`config.mk`:
```
export PLATFORM = sky130hd
export DESIGN_NAME = btpc_temp
export DESIGN_NICKNAME = d
export VERILOG_FILES = /design/src/hw/rtl/btpc_pkg.sv /design/src/hw/rtl/btpc_temp.sv
export SDC_FILE = /design/constraint.sdc
export NUM_CORES = 2
export LEC_CHECK = 0
export BUFFER_PORTS_ARGS = -buffer_cell sky130_fd_sc_hd__buf_2
export CAP_MARGIN = 20
export CELL_PAD_IN_SITES_DETAIL_PLACEMENT = 0
export CELL_PAD_IN_SITES_GLOBAL_PLACEMENT = 1
export CORE_MARGIN = 2
export CORE_UTILIZATION = 50
export DETAILED_ROUTE_END_ITERATION = 10
export HOLD_SLACK_MARGIN = 0.1
export PLACE_DENSITY_LB_ADDON = 0.1
export SLEW_MARGIN = 0
export SYNTH_ARGS = -nofsm -noshare
export SYNTH_HDL_FRONTEND = slang
export SYNTH_SLANG_ARGS = --single-unit
```
`constraint.sdc`:
```
create_clock -name aclk -period 8.65 [get_ports aclk]
set_input_delay 0.4325 -clock aclk [delete_from_list [all_inputs] [get_ports aclk]]
set_output_delay 0.4325 -clock aclk [all_outputs]
set_load 0.01 [all_outputs]
```
`src/hw/rtl/btpc_pkg.sv`:
```
`timescale 1ns / 1ps
// ----------------------------------------------------------------------------
// btpc_pkg
// Shared types and constants for the barometric compensation pipeline.
// ----------------------------------------------------------------------------
package btpc_pkg;

    localparam int APB_AW = 5;
    localparam int APB_DW = 64;

    localparam logic [33:0] FINE_OFFSET = 34'd128000;
    localparam logic [63:0] DIV_SCALE   = 64'd3125;
    localparam logic [63:0] PRESS_BASE  = 64'd1048576;
    localparam logic [31:0] TEMP_ROUND  = 32'd128;
    localparam logic [63:0] V1_BIAS     = 64'h0000_8000_0000_0000;

    localparam int DIV_BITS = 64;

    typedef enum logic [1:0] {
        REG_TEMP_CALIB = 2'd0,
        REG_PRESS_A    = 2'd1,
        REG_PRESS_B    = 2'd2,
        REG_PRESS_C    = 2'd3
    } reg_idx_t;

    typedef struct packed {
        logic [19:0] temp_reading;
        logic [19:0] press_reading;
    } in_t;

    typedef struct packed {
        logic signed [31:0] temp_centi_degc;
        logic [31:0]        press_q24_8;
        logic               divisor_zero;
    } out_t;

    typedef struct packed {
        logic [15:0] t1;
        logic [15:0] t2;
        logic [15:0] t3;
        logic [15:0] p1;
        logic [15:0] p2;
        logic [15:0] p3;
        logic [15:0] p4;
        logic [15:0] p5;
        logic [15:0] p6;
        logic [15:0] p7;
        logic [15:0] p8;
        logic [15:0] p9;
    } calib_t;

    typedef struct packed {
        logic [31:0] temp;
        logic [33:0] v1;
        logic [19:0] praw;
    } tmp2prs_t;

    typedef struct packed {
        logic [63:0] num;
        logic [63:0] den;
        logic [31:0] temp;
    } prs2div_t;

    typedef struct packed {
        logic [63:0] quot;
        logic [31:0] temp;
        logic        dz;
    } div2post_t;

endpackage

```
`src/hw/rtl/btpc_temp.sv`:
```
`timescale 1ns / 1ps
// ----------------------------------------------------------------------------
// btpc_temp
// Five-stage 32-bit fine temperature pipeline; emits centi-degrees and the
// offset fine term for the pressure path.
// ----------------------------------------------------------------------------
module btpc_temp (
    input  logic              aclk,
    input  logic              aresetn,
    input  logic              adv,
    input  logic              in_valid,
    input  btpc_pkg::in_t     in_data,
    input  btpc_pkg::calib_t  calib,
    output logic              out_valid,
    output btpc_pkg::tmp2prs_t out_data
);
    import btpc_pkg::*;

    logic [4:0]  vld_reg;
    logic [19:0] praw_reg [5];

    logic [31:0] a_reg, b_reg, a_next, b_next;
    logic [31:0] m1_reg, bb_reg, m1_next, bb_next;
    logic [31:0] v1t_reg, m2_reg, v1t_next, m2_next, bbs;
    logic [31:0] fine_reg, fine_next;
    logic [31:0] temp_reg, temp_next, t5;
    logic [33:0] v1_reg, v1_next;

    always_comb begin
        a_next  = {15'd0, in_data.temp_reading[19:3]} - {15'd0, calib.t1, 1'b0};
        b_next  = {16'd0, in_data.temp_reading[19:4]} - {16'd0, calib.t1};
        m1_next = a_reg * {{16{calib.t2[15]}}, calib.t2};
        bb_next = b_reg * b_reg;
        v1t_next = $signed(m1_reg) >>> 11;
        bbs      = $signed(bb_reg) >>> 12;
        m2_next  = bbs * {{16{calib.t3[15]}}, calib.t3};
        fine_next = v1t_reg + 32'($signed(m2_reg) >>> 14);
        t5        = fine_reg * 32'd5 + TEMP_ROUND;
        temp_next = $signed(t5) >>> 8;
        v1_next   = {{2{fine_reg[31]}}, fine_reg} - FINE_OFFSET;
    end

    always_ff @(posedge aclk) begin
        if (!aresetn) begin
            vld_reg <= '0;
        end else if (adv) begin
            vld_reg <= {vld_reg[3:0], in_valid};
        end
    end

    always_ff @(posedge aclk) begin
        if (adv) begin
            a_reg    <= a_next;
            b_reg    <= b_next;
            m1_reg   <= m1_next;
            bb_reg   <= bb_next;
            v1t_reg  <= v1t_next;
            m2_reg   <= m2_next;
            fine_reg <= fine_next;
            temp_reg <= temp_next;
            v1_reg   <= v1_next;
            praw_reg[0] <= in_data.press_reading;
            for (int i = 1; i < 5; i++) begin
                praw_reg[i] <= praw_reg[i-1];
            end
        end
    end

    assign out_valid     = vld_reg[4];
    assign out_data.temp = temp_reg;
    assign out_data.v1   = v1_reg;
    assign out_data.praw = praw_reg[4];

endmodule

```
==> flow_summary.json <==
{
  "drive_above_1_share": 0.0687,
  "worstRegToRegCells": 23,
  "cts-root-buf": "clkbuf_16",
  "maxSlewHeadroom": 0.365,
  "slew_violations": 0,
  "finalCritPeriodShare": 0.928,
  "outcome": "complete, no violations",
  "synthMuxAreaShare": 0.00139,
  "cp_common_cell": "fa_1",
  "cts_tree": "done",
  "die-area_um2": 88600,
  "postRouteAntennaNets": 0,
  "fin_nets": 5709,
  "syn_inst": 4113,
  "drc": 0,
  "fin_area_um2": 46300,
  "critPathCaptureType": "register",
  "tns_ns": 0,
  "hpwl_um": 77000,
  "hold_path.startpoint": "aresetn",
  "antenna_found_initial": 4,
  "largest_reg_flops": 100,
  "startpoint_type": "register",
  "track_usage": 0.224,
  "maxCapViolCount": 0,
  "synth_top_cell_by_area": "fa_1",
  "yosys.area_share.simple": 0.114,
  "holdPathEnd": "vld_reg[2]$_SDFFE_PN0P_",
  "seq_area_frac_synth": 0.188,
  "rsz0062_at_grt": "false",
  "wl_per_cell_um": 17.6,
  "yosysUniqueCellTypes": 70,
  "yosysWarnings": 0,
  "row_count": 107,
  "finalSetupViolations": 0,
  "cts_buffers": 35,
  "die_w_um": 298,
  "whs_path_depth": 2,
  "cpPeakStageDelay_ns": 0.80,
  "synth_edf_count": 267,
  "ys_async_sr_fraction": 0,
  "final_hold_viol_count": 0,
  "grt_max_degree": 100,
  "vias_per_cell": 4.98,
  "reg2reg_to": "bb_reg[30]$_DFFE_PP_",
  "grt_pass1_wl_um": 157000,
  "ios": 323,
  "multi_input_area_um2": 30400,
  "worstPathCellList": "nand2_1, fa_1, inv_1, ha_1, xnor2_1, fa_1, inv_1, fa_1, inv_1, fa_1, fa_1, fa_1, fa_1, ha_1, a21o_1, a21o_1, a21oi_1, o21ai_0, and2_1, o21a_1, a311oi_1, o21bai_1, xor2_1",
  "place_area_um2": 44900,
  "synth.avg_cell_area_um2": 10.5,
  "clk_pin_slew_ns": 0.05,
  "ff2ff_setup_slack_ns": 0.62,
  "synthFlopType": "edfxtp_1",
  "timing.rr.start": "a_reg[30]$_DFFE_PP_",
  "fillers": 7775,
  "yosys.area.top_type_share": 0.401,
  "synthAdderAreaFrac": 0.516,
  "tightest_slew_ns": 0.940,
  "port_buffers": 175,
  "critPathRequiredTime_ns": 8.95,
  "crit_fanout": 12,
  "synth_area_leaders": "fa_1 (40%), edfxtp_1 (19%), ha_1 (11%), inv_1 (8.7%), and2_1 (4.9%)",
  "crit_slowest_cell": "fa_1",
  "synth-compound-area-share": 0.0389,
  "first_global_vias": 29300,
  "fin_skew_ns": 0.0293,
  "dr.pass1.iters": 5,
  "fin_crit_ns": 8.03,
  "max_freq_mhz": 125,
  "final_util": 0.543,
  "syn_to_final_growth_pct": 7.36,
  "hold_path.class": "in2reg",
  "die_y_um": 298,
  "synth_nets": 5607,
  "cts.sinks": 272,
  "synth_top_family_by_area": "adder cells",
  "ctsHtreeMaxLevel": 2,
  "synth_area_um2": 43100,
  "ys_seq_elements": 272,
  "place_congestion": 0.826,
  "start_util": 0.506,
  "routed_wl_um": 94800,
  "core-area_um2": 85300,
  "post_cts_resized": 0,
  "overflow": 0,
  "first_iter_violations": 1168,
  "register_area_um2": 8120,
  "num_vias": 26800,
  "cts_buffer_depth": 3,
  "insertion_delay_ns": 0.56,
  "crit_arrival_ns": 8.33,
  "synth_xor_area_frac": 0.0366,
  "critPathKind": "reg2reg"
}
cell type report:
cell class                 instances  share of cell area
multi-input combinational       2668               0.658
sequential                       272               0.175
inverter                        1003              0.0813
tap                             1144              0.0309
timing repair buffer             235              0.0300
clock buffer                      40              0.0193
clock inverter                    20             0.00538
antenna                            1           0.0000541
cell usage in the layout, fill, tap and decap left out, types with 13 or more instances in the layout:
master / synthesis / routed
o21ai_0: 36 / 36
nor3_1: 40 / 40
nand2_1: 404 / 404
nand3_1: 18 / 18
a21o_1: 33 / 33
ha_1: 394 / 394
and2_1: 336 / 336
o21a_1: 22 / 22
buf_2: 1 / 174
nand2b_1: 28 / 28
dlygate4sd3_1: 0 / 21
xnor2_1: 142 / 142
nor2b_1: 24 / 24
clkbuf_16: 0 / 35
nor2_1: 87 / 87
buf_4: 39 / 39
fa_1: 864 / 864
a211oi_1: 15 / 15
and3_1: 13 / 13
a21oi_1: 61 / 61
edfxtp_1: 267 / 267
inv_1: 1001 / 1001
xor2_1: 38 / 38
through the flow:
step | setup WS, ns | instances | hold slack, ns
3_5_place_dp | 0.625 | 5301 | 0.405
6_report | 0.624 | 5383 | 0.165
3_3_place_gp | 0.700 | 5301 | 0.401
5_1_grt | 0.166 | 5383 | 0.149
2_1_floorplan | 1.17 | 4113 | 0.400
4_1_cts | 0.600 | 5382 | 0.134
synthesized netlist by cell type (13+ instances only):
master    count
a211oi_1     15
a21o_1       33
a21oi_1      61
and2_1      336
and3_1       13
buf_4        39
clkbuf_1    126
edfxtp_1    267
fa_1        864
ha_1        394
inv_1      1001
nand2_1     404
nand2b_1     28
nand3_1      18
nor2_1       87
nor2b_1      24
nor3_1       40
o21a_1       22
o21ai_0      36
xnor2_1     142
xor2_1       38
critical path, delay by kind of cell (launching register included):
family	cells	cell delay, ns
AOI/OAI and AO/OA	7	1.29
xor gates and xnor gates	2	0.34
adders and majority gates	9	4.58
buffers and inverters	3	0.47
DFF	1	0.61
and+or+nand+nor	2	0.46
worst max path at each step:
| stage | startpoint | to | slack [ns] |
|---|---|---|---|
| 2_1_floorplan | a_reg[30]$_DFFE_PP_ | bb_reg[30]$_DFFE_PP_ | 1.17 |
| 3_3_place_gp | a_reg[30]$_DFFE_PP_ | bb_reg[30]$_DFFE_PP_ | 0.70 |
| 3_5_place_dp | a_reg[30]$_DFFE_PP_ | bb_reg[30]$_DFFE_PP_ | 0.63 |
| 4_1_cts | a_reg[30]$_DFFE_PP_ | bb_reg[30]$_DFFE_PP_ | 0.60 |
| 5_1_grt | a_reg[30]$_DFFE_PP_ | bb_reg[30]$_DFFE_PP_ | 0.17 |
| 6_report | a_reg[30]$_DFFE_PP_ | bb_reg[30]$_DFFE_PP_ | 0.62 |
what timing repair did:
| action | CTS | global route |
|---|---|---|
| hold buffers | 21 | 0 |
| setup buffers | 0 | 0 |
| setup endpoints to repair | 0 | 0 |
| hold endpoints to repair | 21 | 0 |
logic make-up after synthesis:
kind of cell    after synthesis
simple gates                984
compound gates              240
buf+inv                    1173
mux                           6
fa+ha+maj                  1258
xor+xnor                    180
flops                       272
per-layer routing:
layer,vias to the layer above,part of all wire,wire (um),track usage
li1,12600,-,-,-
met1,13700,0.44,41800,0.305
met2,442,0.50,47800,0.391
met3,94,0.036,3450,0.0229
met4,4,0.018,1670,0.0430
met5,-,0.00027,26,0
Power is not shown: default switching activity piles up to over one toggle a cycle in this logic, so the estimate is an artifact.
